**src/sv/mbcpu_pkg.sv**
```systemverilog
// Shared types, constants and helpers for the microcoded byte CPU tick engine.
// Used by mbcpu_exec and microcoded_byte_cpu_tick; depends on nothing else.
package mbcpu_pkg;

    // Storage geometry.
    localparam int unsigned MEM_DEPTH_DEF = 32768;
    localparam int unsigned MICRO_DEPTH   = 8192;
    localparam int unsigned MICRO_AW      = $clog2(MICRO_DEPTH);

    // Active-low lines of the raw microcode word are flipped on load.
    localparam logic [15:0] ACT_LOW_MASK = 16'hD97F;

    // Control word bit positions (active high).
    localparam int CW_BO   = 0;
    localparam int CW_BI   = 1;
    localparam int CW_AO   = 2;
    localparam int CW_AI   = 3;
    localparam int CW_RO   = 4;
    localparam int CW_RI   = 5;
    localparam int CW_MI   = 6;
    localparam int CW_HI   = 7;
    localparam int CW_EOFI = 8;
    localparam int CW_ES   = 9;
    localparam int CW_EC   = 10;
    localparam int CW_IC   = 11;
    localparam int CW_II   = 12;
    localparam int CW_CEME = 13;
    localparam int CW_CO   = 14;
    localparam int CW_CI   = 15;

    // Bus idle levels when nothing drives it.
    localparam logic [7:0] BUS_IDLE_HI = 8'h7F;
    localparam logic [7:0] BUS_IDLE_LO = 8'hFF;

    // Command codes of an input word.
    typedef enum logic [1:0] {
        CMD_TICK     = 2'd0,
        CMD_LOAD_MC  = 2'd1,
        CMD_LOAD_MEM = 2'd2,
        CMD_NOP      = 2'd3
    } t_cmd;

    // Architectural registers of the CPU.
    typedef struct packed {
        logic [7:0]  acc_a;
        logic [7:0]  acc_b;
        logic [7:0]  opcode;
        logic [2:0]  flags;
        logic [3:0]  step;
        logic [15:0] pc;
        logic [15:0] mar;
    } t_arch;

    // Everything one executed tick produces.
    typedef struct packed {
        t_arch       next;
        logic [7:0]  bus;
        logic        tx_valid;
        logic [7:0]  tx_byte;
        logic        rx_taken;
        logic        wr_en;
        logic [14:0] wr_addr;
    } t_exec_out;

    // Reduces a 15-bit address into the byte memory; depth is at least a quarter
    // of the address range, so two conditional subtracts are enough.
    function automatic logic [14:0] mem_index(input logic [14:0] addr,
                                              input int unsigned depth);
        logic [16:0] q;
        q = {2'b00, addr};
        if (q >= 17'(2 * depth)) begin
            q = q - 17'(2 * depth);
        end
        if (q >= 17'(depth)) begin
            q = q - 17'(depth);
        end
        return q[14:0];
    endfunction

endpackage

```
**src/sv/mbcpu_exec.sv**
```systemverilog
// Execution of one CPU tick once its control word and memory byte are known:
// bus drivers, ALU, register latches and the memory or UART write. Uses mbcpu_pkg.
module mbcpu_exec (
    input  logic [15:0]           i_cw,
    input  logic                  i_ic,
    input  mbcpu_pkg::t_arch      i_arch,
    input  logic [7:0]            i_mem_q,
    input  logic                  i_rx_valid,
    input  logic [7:0]            i_rx_byte,
    output mbcpu_pkg::t_exec_out  o_res
);

    logic [7:0]       bop1;
    logic [7:0]       bop2;
    logic [8:0]       sum1;
    logic [8:0]       sum2;
    logic [7:0]       bus1;
    logic             taken;
    mbcpu_pkg::t_arch nx;

    always_comb begin
        // First ALU evaluation on the registers as they stand.
        bop1 = i_cw[mbcpu_pkg::CW_ES] ? ~i_arch.acc_b : i_arch.acc_b;
        sum1 = {1'b0, i_arch.acc_a} + {1'b0, bop1} + {8'd0, i_cw[mbcpu_pkg::CW_EC]};

        // Bus drivers in priority order, last one wins.
        taken = 1'b0;
        bus1  = i_cw[mbcpu_pkg::CW_HI] ? mbcpu_pkg::BUS_IDLE_HI : mbcpu_pkg::BUS_IDLE_LO;
        if (i_cw[mbcpu_pkg::CW_AO]) begin
            bus1 = i_arch.acc_a;
        end
        if (i_cw[mbcpu_pkg::CW_BO]) begin
            bus1 = i_arch.acc_b;
        end
        if (i_cw[mbcpu_pkg::CW_CO]) begin
            bus1 = i_cw[mbcpu_pkg::CW_HI] ? i_arch.pc[15:8] : i_arch.pc[7:0];
        end
        if (i_cw[mbcpu_pkg::CW_EOFI]) begin
            bus1 = sum1[7:0];
        end
        if (i_cw[mbcpu_pkg::CW_RO]) begin
            if (i_arch.mar[15]) begin
                if (i_rx_valid) begin
                    bus1  = i_rx_byte;
                    taken = 1'b1;
                end else begin
                    bus1 = 8'd0;
                end
            end else begin
                bus1 = i_mem_q;
            end
        end

        // Register latches at the rising edge.
        nx = i_arch;
        if (i_cw[mbcpu_pkg::CW_AI]) begin
            nx.acc_a = bus1;
        end
        if (i_cw[mbcpu_pkg::CW_BI]) begin
            nx.acc_b = bus1;
        end
        if (i_cw[mbcpu_pkg::CW_II]) begin
            nx.opcode = bus1;
        end
        if (i_cw[mbcpu_pkg::CW_EOFI]) begin
            nx.flags = {sum1[7], sum1[8], (sum1[7:0] == 8'd0)};
        end
        nx.step = i_ic ? 4'd1 : i_arch.step + 4'd1;
        if (i_cw[mbcpu_pkg::CW_CI]) begin
            nx.pc = i_cw[mbcpu_pkg::CW_HI] ? {bus1, i_arch.pc[7:0]}
                                           : {i_arch.pc[15:8], bus1};
        end else if (i_cw[mbcpu_pkg::CW_CEME]) begin
            nx.pc = i_arch.pc + 16'd1;
        end
        if (i_cw[mbcpu_pkg::CW_MI]) begin
            nx.mar = i_cw[mbcpu_pkg::CW_HI] ? {bus1, i_arch.mar[7:0]}
                                            : {i_arch.mar[15:8], bus1};
        end else if (i_cw[mbcpu_pkg::CW_CEME]) begin
            nx.mar = i_arch.mar + 16'd1;
        end

        // The ALU settles again on the latched accumulators.
        bop2 = i_cw[mbcpu_pkg::CW_ES] ? ~nx.acc_b : nx.acc_b;
        sum2 = {1'b0, nx.acc_a} + {1'b0, bop2} + {8'd0, i_cw[mbcpu_pkg::CW_EC]};

        o_res.next     = nx;
        o_res.bus      = i_cw[mbcpu_pkg::CW_EOFI] ? sum2[7:0] : bus1;
        o_res.rx_taken = taken;
        o_res.wr_addr  = nx.mar[14:0];

        // UART send of nonzero bytes, or a RAM write above the ROM.
        o_res.tx_valid = 1'b0;
        o_res.tx_byte  = 8'd0;
        o_res.wr_en    = 1'b0;
        if (i_cw[mbcpu_pkg::CW_RI]) begin
            if (nx.mar[15]) begin
                if (o_res.bus != 8'd0) begin
                    o_res.tx_valid = 1'b1;
                    o_res.tx_byte  = o_res.bus;
                end
            end else if (nx.mar[14:13] != 2'b00) begin
                o_res.wr_en = 1'b1;
            end
        end
    end

endmodule

```
**config.mk**
```make
export PLATFORM = sky130hd
export DESIGN_NAME = mbcpu_exec
export DESIGN_NICKNAME = d
export VERILOG_FILES = /design/src/sv/mbcpu_pkg.sv /design/src/sv/mbcpu_exec.sv
export SDC_FILE = /design/constraint.sdc
export NUM_CORES = 1
export LEC_CHECK = 0
export ABC_AREA = 0
export BUFFER_PORTS_ARGS = -buffer_cell sky130_fd_sc_hd__buf_4
export CORE_MARGIN = 3
export CORE_UTILIZATION = 35
export DETAILED_ROUTE_END_ITERATION = 16
export PLACE_DENSITY = 0.67
export SYNTH_ARGS = -nofsm -noshare
export SYNTH_HDL_FRONTEND = slang
export SYNTH_SLANG_ARGS = --single-unit
```
**constraint.sdc**
```tcl
create_clock -name vclk -period 13.1
set_input_delay 0.655 -clock vclk [all_inputs]
set_output_delay 0.655 -clock vclk [all_outputs]
set_load 0.05 [all_outputs]
```
# Word level (Yosys, flattened, before mapping)
# Index checks and enable logic that the tools add are counted.
[word_totals]
regBits = 0
latchBits = 0
mem_bits_rw = 0
rom_bits = 0
input_bits = 97
output_inout_bits = 97
wordCells = 44
mem_count = 0
[classes]
addsub = 7
mul = 0
div_mod_pow = 0
n_lt_le_gt_ge = 0
eq_ne = 0
shift = 0
n_mux = 32
bitwise_logic = 2
n_reduce_logical = 3
[ops]
columns = ["operator", "count"]
rows = [
  ["8-bit 2-to-1 mux", 15],
  ["16-bit 2-to-1 mux", 6],
  ["16-bit by 1-bit adder with 16-bit output (second input constant)", 2],
  ["9-bit 2-to-1 mux", 3],
  ["8-bit inverter", 2],
  ["8-bit by 8-bit adder with 9-bit output", 1],
  ["9-bit by 1-bit adder with 9-bit output", 1],
  ["8-bit by 1-bit adder with 8-bit output", 1],
  ["8-bit adder", 1],
  ["8-bit logical NOT", 1],
  ["8-bit nonzero test", 1],
  ["1-bit 2-to-1 mux", 6],
  ["4-bit by 1-bit adder with 4-bit output (second input constant)", 1],
  ["4-bit 2-to-1 mux", 1],
  ["3-bit 2-to-1 mux", 1],
  ["2-bit nonzero test", 1],
]

# Logic depth before layout (Yosys ltp)
[logic_depth]
depth_word = 16
depth_mapped = 21
depth_no_buf = 19

# Worst setup path after synthesis
# Ideal clock, no wire load.
[synth_timing]
kind = "input to output"
startpoint = "input port i_cw[9]"
endpoint = "output port o_res[25] in the netlist's numbering"
arrival_time_ns = 6.787
required_time_ns = 12.445
setup_slack_ns = 5.658
cell_stages = 19
path_buffers = 2
path_cell_list = "clkbuf_1 -> clkbuf_1 -> xnor2_1 -> fa_1 -> inv_1 -> fa_1 -> xor2_1 -> a21oi_1 -> o21a_1 -> a21oi_1 -> xor2_1 -> ha_1 -> o21ai_1 -> nand2b_1 -> xnor2_1 -> a21boi_0 -> or4_1 -> nor4_1 -> a31oi_1"
[synth_lines]
columns = ["item", "line_no", "source"]
rows = [
  ["from (decl)", "mbcpu_exec.sv:4", "input logic [15:0] i_cw,"],
  ["to (decl)", "mbcpu_exec.sv:10", "output mbcpu_pkg::t_exec_out o_res"],
]

==> flow_summary.toml <==
[min_path]
whs_path_depth = 3
min_path_type = "in -> out"

[finish]
area_growth_pct = 41.41
seqCellArea_sq_um = 0
antenna_cells = 0
seq_cells = 0
nClkBuffers = 0
layout.cells.non_filler = 750
nNetsFinal = 761
drive_above_1_share = 0.3583
post-route-util = 0.5147

[place]
dp_cells = 750
io_buffers = 193
hpwl_mm = 10.99
place_congestion = 0.9155
pre_cts_slack_ns = 7.153

[route]
wirelength_met1_mm = 5.387
drt-wirelength-per-cell_um = 17.80
num_vias = 4346
drt_iter0_markers = 257
drc = 0
wl_met3_mm = 1.025
top_layer = "met4"
ant_nets = 0
totalWireLength_mm = 13.35
via_per_inst = 5.795
wl_met2_mm = 6.526
first_pass_iters = 5

[setup_path]
required_ns = 12.44
arrival_ns = 5.34
cp-endpoint = "o_res[25]"
crit_start = "i_cw[9]"
cp_cell_sequence = "buf_4, xnor2_1, fa_1, inv_1, fa_1, a21o_1, a21oi_2, xnor2_1, a21oi_1, o21ai_1, mux2_2, xor2_1, ha_1, a21boi_0, o21ai_0, o21a_1, or4_1, nor4_1, a31oi_1, buf_4"
crit_path_top_delay_cell = "o21ai_1"
endpoint_kind = "primary output"
crit_type = "in -> out"
worst_setup_path_start_kind = "input port"
critPathMaxFanout = 17
cpPeakStageDelay_ns = 0.73

[logic_synthesis]
synth_commonest_cells = "nor2_1, a21oi_1, nand2_1"
synthTopCellsByArea = "mux2_2, a21oi_1, ha_1"
syn_inst = 495
yosys_warnings = 0
synth_top_area_frac = 0.07692
syn_area_sq_um = 3221
synth_area_per_cell_sq_um = 6.506
yosys.cell_count.top_type = "nor2_1"
synth_nets = 612
netlist.top_cell.by_area = "mux2_2"
ys_types = 68
yosysSeqAreaShare = 0

[floorplan]
die-width_um = 101.9
die_h_um = 101.9
start_util = 0.3640
rows = 34
io_pins = 194
fp.coreArea_sq_um = 8848
dieArea_sq_um = 10390

[global_route]
antenna_found_initial = 0
grt_pass1_vias = 4027
globalRouteOverflowTotal = 0
grt.total_usage = 0.2344
grt_max_degree = 30
grt_pass1_wl_mm = 19.62

[sta]
finalSetupViolations = 0
period_share = 0.4573
max_clock_freq_mhz = 166.9
fin_ws_ns = 7.109
maxSlewViolCount = 0
final-hold-violation-count = 0
worst_pin_slew_ns = 0.9272
rsz0062_at_grt = "no"
finalCriticalPeriod_ns = 5.991
hold_ws_ns = 1.619
finalSetupTns_ns = 0
slew_headroom = 0.3777

[power]
max-vdd-ir-drop_mv = 0.05332
powerDensity_nw_per_um2 = 84.22
p_leak_nw = 2.196

[outcome]
outcome = "complete, no violations"

[cts]
cts_hold_buf = 0
cts_resized = 0
postCtsSetupBuffers = 0

[job]
cap_violations = 0
[area by class of cell]
class | count | area, sq um
fillers | 932 | 4294
multi-input cells | 422 | 2869
repair buffers | 193 | 1449
well taps | 108 | 135.1
inverters | 27 | 101.3
[layer usage]
layer | GRT usage | up-vias
met3 | 0.01706 | 25
li1 | - | 2095
met4 | 0.06155 | 0
met2 | 0.4361 | 213
met1 | 0.2904 | 2013
met5 | 0 | -
[cells in the final DEF, fill, tap and decap left out, types with 13 or more instances in the layout]
cell / n
nor2_1: 49
inv_1: 23
a21oi_1: 45
mux2_2: 22
xor2_1: 18
ha_1: 16
mux2i_1: 13
nand2_1: 34
xnor2_1: 13
buf_4: 193
o21ai_0: 31
nand3_1: 23
[how the worst min path moves through the flow]
stage | from | end | slack [ns]
floorplan | i_ic | o_res[67] | 1.48
global placement | i_ic | o_res[68] | 1.62
detailed placement | i_ic | o_res[67] | 1.62
CTS | i_ic | o_res[67] | 1.62
global route | i_ic | o_res[67] | 1.63
finish | i_ic | o_res[67] | 1.62
[through the flow]
step | total power, mW | cell area [sq um]
3_5_place_dp | 0.3822 | 4554
3_3_place_gp | 0.3788 | 4554
4_1_cts | 0.3832 | 4554
5_1_grt | 0.4073 | 4554
2_1_floorplan | 0.2694 | 3221
6_report | 0.3835 | 4554
[worst max-delay path: cells and delay by family]
| kind | cells | cell delay, ns |
|---|---|---|
| xor+xnor | 3 | 0.42 |
| simple gates | 2 | 0.59 |
| mux | 1 | 0.34 |
| fa+ha+maj | 3 | 0.98 |
| compound gates | 8 | 1.80 |
| buf+inv | 3 | 0.53 |
[kinds of logic after synthesis]
| group | after synthesis | share of synthesized area |
|---|---|---|
| AND/OR/NAND/NOR | 175 | 0.2727 |
| adder cells (fa/ha/maj) | 20 | 0.08702 |
| buffers and inverters | 73 | 0.1092 |
| AO/OA/AOI/OAI | 161 | 0.3295 |
| multiplexers | 35 | 0.1173 |
| XOR/XNOR | 31 | 0.08430 |
[power breakdown]
group          switching (mW)  internal, mW  leakage [nW]  total [mW]
sequential                  0             0             0           0
clock                       0             0             0           0
combinational           0.255         0.129          2.20       0.384
(Power assumes the default switching activity.)
